$ cat config.mk
export PLATFORM = sky130hd
export DESIGN_NAME = lca_front
export DESIGN_NICKNAME = d
export VERILOG_FILES = /design/src/hw/rtl/lca_pkg.sv /design/src/hw/rtl/lca_front.sv
export SDC_FILE = /design/constraint.sdc
export NUM_CORES = 1
export LEC_CHECK = 0
export BUFFER_PORTS_ARGS = -buffer_cell sky130_fd_sc_hd__buf_4
export CORE_MARGIN = 2
export CORE_UTILIZATION = 55
export CTS_CLUSTER_DIAMETER = 200
export DETAILED_ROUTE_END_ITERATION = 8
export PLACE_DENSITY = 0.91
export RECOVER_POWER = 25
export REMOVE_ABC_BUFFERS = 1
export SYNTH_ARGS = -nofsm -noshare
export SYNTH_HDL_FRONTEND = slang
export SYNTH_SLANG_ARGS = --single-unit
$ cat constraint.sdc
create_clock -name clk -period 6.47 [get_ports clk]
set_input_delay 0.9705 -clock clk [delete_from_list [all_inputs] [get_ports clk]]
set_output_delay 0.9705 -clock clk [all_outputs]
set_load 0.02 [all_outputs]
$ cat src/hw/rtl/lca_pkg.sv
// shared types and constants for the lowest common ancestor engine
// used by lca_front, lca_back and the top level; no dependencies
package lca_pkg;

  localparam int ID_W      = 10;                  // node id width
  localparam int DEPTH_W   = 10;                  // stored depth width
  localparam int MAX_NODES = 1 << ID_W;           // rows in the jump table
  localparam int LEVELS    = 10;                  // jump levels per row
  localparam int LVL_W     = (LEVELS > 1) ? $clog2(LEVELS) : 1;
  localparam int POS_W     = $clog2(DEPTH_W);     // leading-one position width
  localparam int Q_DEPTH   = 2;                   // front-to-back queue entries
  localparam int Q_PTR_W   = (Q_DEPTH > 1) ? $clog2(Q_DEPTH) : 1;
  localparam int Q_CNT_W   = $clog2(Q_DEPTH + 1);

  localparam logic [DEPTH_W-1:0] DEPTH_MAX = {DEPTH_W{1'b1}};

  // input command codes
  localparam logic CMD_LOAD  = 1'b0;
  localparam logic CMD_QUERY = 1'b1;

  // classified operation handed from front to back
  typedef enum logic [1:0] {
    OP_LOAD,
    OP_QUERY,
    OP_ZERO
  } op_t;

  typedef struct packed {
    op_t             op;
    logic [ID_W-1:0] node;
    logic [ID_W-1:0] partner;
  } item_t;

  // one jump-table row: depth plus one ancestor per level
  typedef struct packed {
    logic [DEPTH_W-1:0]           depth;
    logic [LEVELS-1:0][ID_W-1:0]  anc;
  } row_t;

  typedef enum logic [3:0] {
    ST_IDLE,
    ST_LD_RD,
    ST_LD_USE,
    ST_LD_WR,
    ST_Q_RD,
    ST_Q_DEP,
    ST_LIFT_RD,
    ST_LIFT_USE,
    ST_DESC_RD,
    ST_DESC_USE,
    ST_FIN_RD,
    ST_FIN_USE,
    ST_RESULT
  } st_t;

endpackage

$ cat src/hw/rtl/lca_front.sv
// front end: accepts input words, classifies them and queues them
// depends on lca_pkg
module lca_front (
  input  logic                      clk,
  input  logic                      rst_n,
  input  logic                      in_valid,
  output logic                      in_stall,
  input  logic                      in_cmd,
  input  logic [lca_pkg::ID_W-1:0]  in_node_id,
  input  logic [lca_pkg::ID_W-1:0]  in_partner_id,
  output logic                      q_valid,
  input  logic                      q_pop,
  output lca_pkg::item_t            q_item
);

  lca_pkg::item_t                 q_mem_r [lca_pkg::Q_DEPTH];
  logic [lca_pkg::Q_PTR_W-1:0]    wr_ptr_r, wr_ptr_nxt;
  logic [lca_pkg::Q_PTR_W-1:0]    rd_ptr_r, rd_ptr_nxt;
  logic [lca_pkg::Q_CNT_W-1:0]    cnt_r, cnt_nxt;
  lca_pkg::item_t                 cls;
  logic                           accept;
  logic                           push;
  logic                           drop;

  // classify: load of node 0 is discarded, query touching node 0 answers 0
  always_comb begin
    cls.node    = in_node_id;
    cls.partner = in_partner_id;
    drop        = 1'b0;
    if (in_cmd == lca_pkg::CMD_LOAD) begin
      cls.op = lca_pkg::OP_LOAD;
      drop   = (in_node_id == '0);
    end else if (in_node_id == '0 || in_partner_id == '0) begin
      cls.op = lca_pkg::OP_ZERO;
    end else begin
      cls.op = lca_pkg::OP_QUERY;
    end
  end

  assign in_stall = (cnt_r == lca_pkg::Q_CNT_W'(lca_pkg::Q_DEPTH));
  assign accept   = in_valid && !in_stall;
  assign push     = accept && !drop;
  assign q_valid  = (cnt_r != '0);
  assign q_item   = q_mem_r[rd_ptr_r];

  always_comb begin
    wr_ptr_nxt = wr_ptr_r;
    rd_ptr_nxt = rd_ptr_r;
    cnt_nxt    = cnt_r;
    if (push) begin
      wr_ptr_nxt = (wr_ptr_r == lca_pkg::Q_PTR_W'(lca_pkg::Q_DEPTH - 1)) ? '0
                                                                        : wr_ptr_r + 1'b1;
    end
    if (q_pop && q_valid) begin
      rd_ptr_nxt = (rd_ptr_r == lca_pkg::Q_PTR_W'(lca_pkg::Q_DEPTH - 1)) ? '0
                                                                        : rd_ptr_r + 1'b1;
    end
    if (push && !(q_pop && q_valid)) begin
      cnt_nxt = cnt_r + 1'b1;
    end else if (!push && q_pop && q_valid) begin
      cnt_nxt = cnt_r - 1'b1;
    end
  end

  always_ff @(posedge clk) begin
    if (!rst_n) begin
      wr_ptr_r <= '0;
      rd_ptr_r <= '0;
      cnt_r    <= '0;
    end else begin
      wr_ptr_r <= wr_ptr_nxt;
      rd_ptr_r <= rd_ptr_nxt;
      cnt_r    <= cnt_nxt;
    end
  end

  always_ff @(posedge clk) begin
    if (push) begin
      q_mem_r[wr_ptr_r] <= cls;
    end
  end

endmodule

# Word level (Yosys, flattened, before mapping)
# Memory sizes are Yosys's and may differ from the RTL's. A register that Yosys moved wholly into a read port is not among the register bits.
# Index checks and enable logic that the tools add are counted.
# word_totals
ff_bits,4
mem_bits_rw,44
inputBits,25
word_cells,35
n_memories,1
# mem_list
memory,depth,word_bits,rd,rd_ports_with_merged_regs,wr,line_no,text
q_mem_r,2,22,1,1,1,lca_front.sv:16,lca_pkg::item_t q_mem_r [lca_pkg::Q_DEPTH];
# classes
n_addsub,4
n_eq_ne,1
n_mux,11
n_reduce_logical,15
# ops
operator,n
10-bit logical NOT,2
2-bit two-way mux,4
1-bit two-way mux,7
1-bit logical AND,6
1-bit logical NOT,4
2-bit nonzero test,2
"1-bit adder, second input constant",2
"2-bit by 1-bit adder with 2-bit output, second input constant",1
"2-bit equality test, second input constant",1
"2-bit by 1-bit subtractor with 2-bit output, second input constant",1
1-bit logical OR,1

# Depth between registers and ports, before layout
# logic_depth
ltp_word,9
ltp_mapped,4
ltp_nobuf,4

# Worst setup path before layout
# OpenSTA, ideal clock, no wires.
# synth_timing
path_type,input port to flip-flop
from,in in_node_id[5] in the netlist's numbering
to,"mem q_mem_r[0][0] in the netlist's numbering, enable pin"
setup_time_ns,0.401
arrival_time_ns,2.234
path_slack_ns,3.836
path_stages,4
cell_sequence,nor4_1 > nand4_1 > nand2_1 > nor2_1
# synth_via
elab_chain_len,6
# synth_rtl
item,line_no,text
from (decl),lca_front.sv:9,"input logic [lca_pkg::ID_W-1:0] in_node_id,"
10-bit logical NOT,lca_front.sv:32,drop = (in_node_id == '0);
1-bit two-way mux,lca_front.sv:30,if (in_cmd == lca_pkg::CMD_LOAD) begin
1-bit logical NOT,lca_front.sv:42,assign push = accept && !drop;
1-bit logical AND,lca_front.sv:42,
1-bit two-way mux,lca_front.sv:78,if (push) begin
1-bit two-way mux (implied by the code),lca_front.sv:79,q_mem_r[wr_ptr_r] <= cls;
to (decl),lca_front.sv:16,
# No other way between the ends.

==> qor.txt <==
Chip height: 62.9 um
Drt pass-1 iters: 4
Cts hold-fix bufs: 0
Mapped Cells: 111
Simple-Gate Fraction of Synth Area: 7.80%
Diodes inserted: 0
Clk_skew: 10.3 ps
Count of standard-cell rows: 21
CTS Buf Count: 5
Routed WL: 3280 um
Mux share of post-synthesis cell area: 13.5%
Number of fill cells in the layout: 234
Layout area overhead: 21.7%
Vias/cell: 5.25
H-tree Lvls: 2
Overall Power: 0.604 mW
Post-synthesis compound-gate area fraction: 2.69%
Area contributors post-synth: edfxtp_1 (69%), mux2_2 (13%), dfxtp_1 (5.2%), nor2_1 (1.2%), nand2_1 (0.98%)
Port buffer count: 48
Final-report hold violation count: 0
CTS Sinks: 49
Total track usage: 18.1%
CTS max path bufs: 2
Sw Share: 25.3%
Slowest CP cell: dfxtp_1
Post-Route Utilization: 69.6%
Status: finished clean
Biggest area consumer among synthesized cells: edfxtp_1
Period minus WS final: 2880 ps
Fmax achieved: 0.347 GHz
Sequential-to-total area share from yosys stat: 74.4%
Post-synthesis instance area: 0.00191 mm^2
Layout Cells excl Fill: 211
Clock power share: 22.6%
Register area: 0.00142 mm^2
Worst-path clk slew: 120 ps
CTS tree: done
Initial Utilization: 57.2%
Clk_lat worst skew: 350 ps
Xor/xnor share of the synthesized area: 0.459%
DRC: 0
Final Cycle Share: 44.6%
Share of post-route cells with drive strength above 1: 40.6%
Synth warnings: 0
Antenna violations before repair: 0
Placed cells: 203
WS Path Type: reg -> out
Die Footprint: 0.00396 mm^2
CP bufs+invs: 1
Total gr overflow: 0
Detailed Place HPWL: 2350 um
Via count: 1108
CP delay by family, top: flip-flops
Die X: 62.9 um
P per Cell Area: 260 mW/mm^2
Slew margin rel.: 24.8%
Hold WC Path Type: reg -> reg
# Post-CTS Setup Buffers: 0
Crit path launch type: register
Post-CTS sizing: 0
Adder-Cell Fraction of Synth Area: 0%
Critical Path Sink Type: output pin
CP max stage delay: 970 ps
GPL Wtd Cong: 0.737
Crit path DAT: 1910 ps
Final setup viols: 0
Combinational family with the most area after synthesis: multiplexers
Internal Power: 0.451 mW
Worst Tran Pin Value: 1130 ps
Wire per inst: 15.5 um
Final ANT Viol Nets: 0
Vias in the first global route: 1180
CP max FO: 22
Post-synth top area share: 69.2%
Netlist cell types: 25
Commonest non-fill, non-tap cells in the layout: edfxtp_1 (44), buf_4 (33), mux2_2 (22), clkbuf_1 (15)
VDD IR max: 184 uV
RSZ-0062 raised after global routing: no
Register share of total power: 62.3%
Slew Viols, Final: 0
Starting DRC count in detailed routing: 44
P_leak: 0.845 nW
Nets@finish: 189
Largest net degree at the start of global routing: 23
Multi-input gate area: 469 um^2
Post-Route Setup TNS: 0 ps
MaxCap Viol Count: 0
CTS Root Buffer Type: clkbuf_4
Core Area: 0.00334 mm^2
First-pass GRT wire length: 5350 um
FF+latch count, synth: 49
Min Hold Slack: 531 ps
Net switching power figure: 0.153 mW
Logic pwr share: 15.2%
CP Data Required Time: 5500 ps
# IOs: 49
Commonest non-fill, non-tap cell in the layout: edfxtp_1
Post-Syn Area per Cell: 17.2 um^2
Crit-path cells: mux2_2, buf_4
==> cell families after synthesis <==
logic type                count (synthesis)
xor gates and xnor gates                  1
buffers and inverters                     5
and+or+nand+nor                          27
muxes                                    23
AOI/OAI and AO/OA                         6
DFF                                      49
==> cell usage after synthesis <==
library cell  number
edfxtp_1          44
mux2_2            22
nor2_1             6
dfxtp_1            5
nand2_1            5
inv_1              3
a211o_1            2
and2_1             2
buf_2              2
nand2b_1           2
nand3_1            2
nor2b_1            2
nor4_1             2
a211oi_1           1
a21oi_1            1
and3_1             1
and4b_1            1
mux2i_1            1
nand4_1            1
o21ai_0            1
o41ai_2            1
or2_2              1
or4_1              1
or4_4              1
xor2_1             1
==> state kept, by name (all words and copies together) (netlist names), named ones only <==
signal,cells
q_mem_r,44
cnt_r,2
rd_ptr_r,1
wr_ptr_r,1
==> path summary, 6_finish.rpt <==
path / startpoint / end / slack [ps] / cells after the start
setup / recovery: register / q_item[20] / 3590 / 2
hold reg to reg: rd_ptr_r$_SDFFE_PN0P_ / register / 530 / 2
setup reg to reg: cnt_r[0]$_SDFFE_PN0P_ / q_mem_r[0][1]$_DFFE_PP_ / 4360 / 4
hold / removal: rd_ptr_r$_SDFFE_PN0P_ / register / 530 / 2
==> tightest hold or removal path, delay by kind of cell (launching register included) <==
kind,cells,cell delay [ps]
flip-flops,1,350
AND/OR/NAND/NOR,1,80
XOR/XNOR,1,80
==> cell type report <==
class | count | share of cell area, %
Clock inverter | 3 | 0.969
Timing Repair Buffer | 48 | 13.1
Multi-Input combinational cell | 57 | 20.2
Sequential cell | 49 | 61.2
Tap cell | 46 | 2.48
Inverter | 3 | 0.485
Clock buffer | 5 | 1.62
==> metrics by stage <==
| step | instance area [um^2] | setup WS (ps) |
|---|---|---|
| after floorplan | 1900 | 3840 |
| after global placement | 2320 | 3760 |
| after detailed placement | 2320 | 3690 |
| after CTS | 2380 | 3540 |
| after global routing | 2320 | 3450 |
| final | 2320 | 3590 |
==> power by group through the flow <==
stage	clock network, mW	registers [mW]	logic [mW]
5_1_grt	0.149	0.379	0.0984
2_1_floorplan	0	0.380	0.0522
3_3_place_gp	0	0.382	0.0935
6_report	0.136	0.376	0.0917
3_5_place_dp	0	0.384	0.0961
4_1_cts	0.137	0.377	0.0965
==> per-layer routing <==
layer | GRT usage [%] | routed length, um
met5 | 0 | 0
met2 | 32.7 | 1740
met4 | 6.67 | 54
met1 | 20.3 | 1290
met3 | 4.86 | 192
Note: power is estimated with default switching activity, not from simulation.
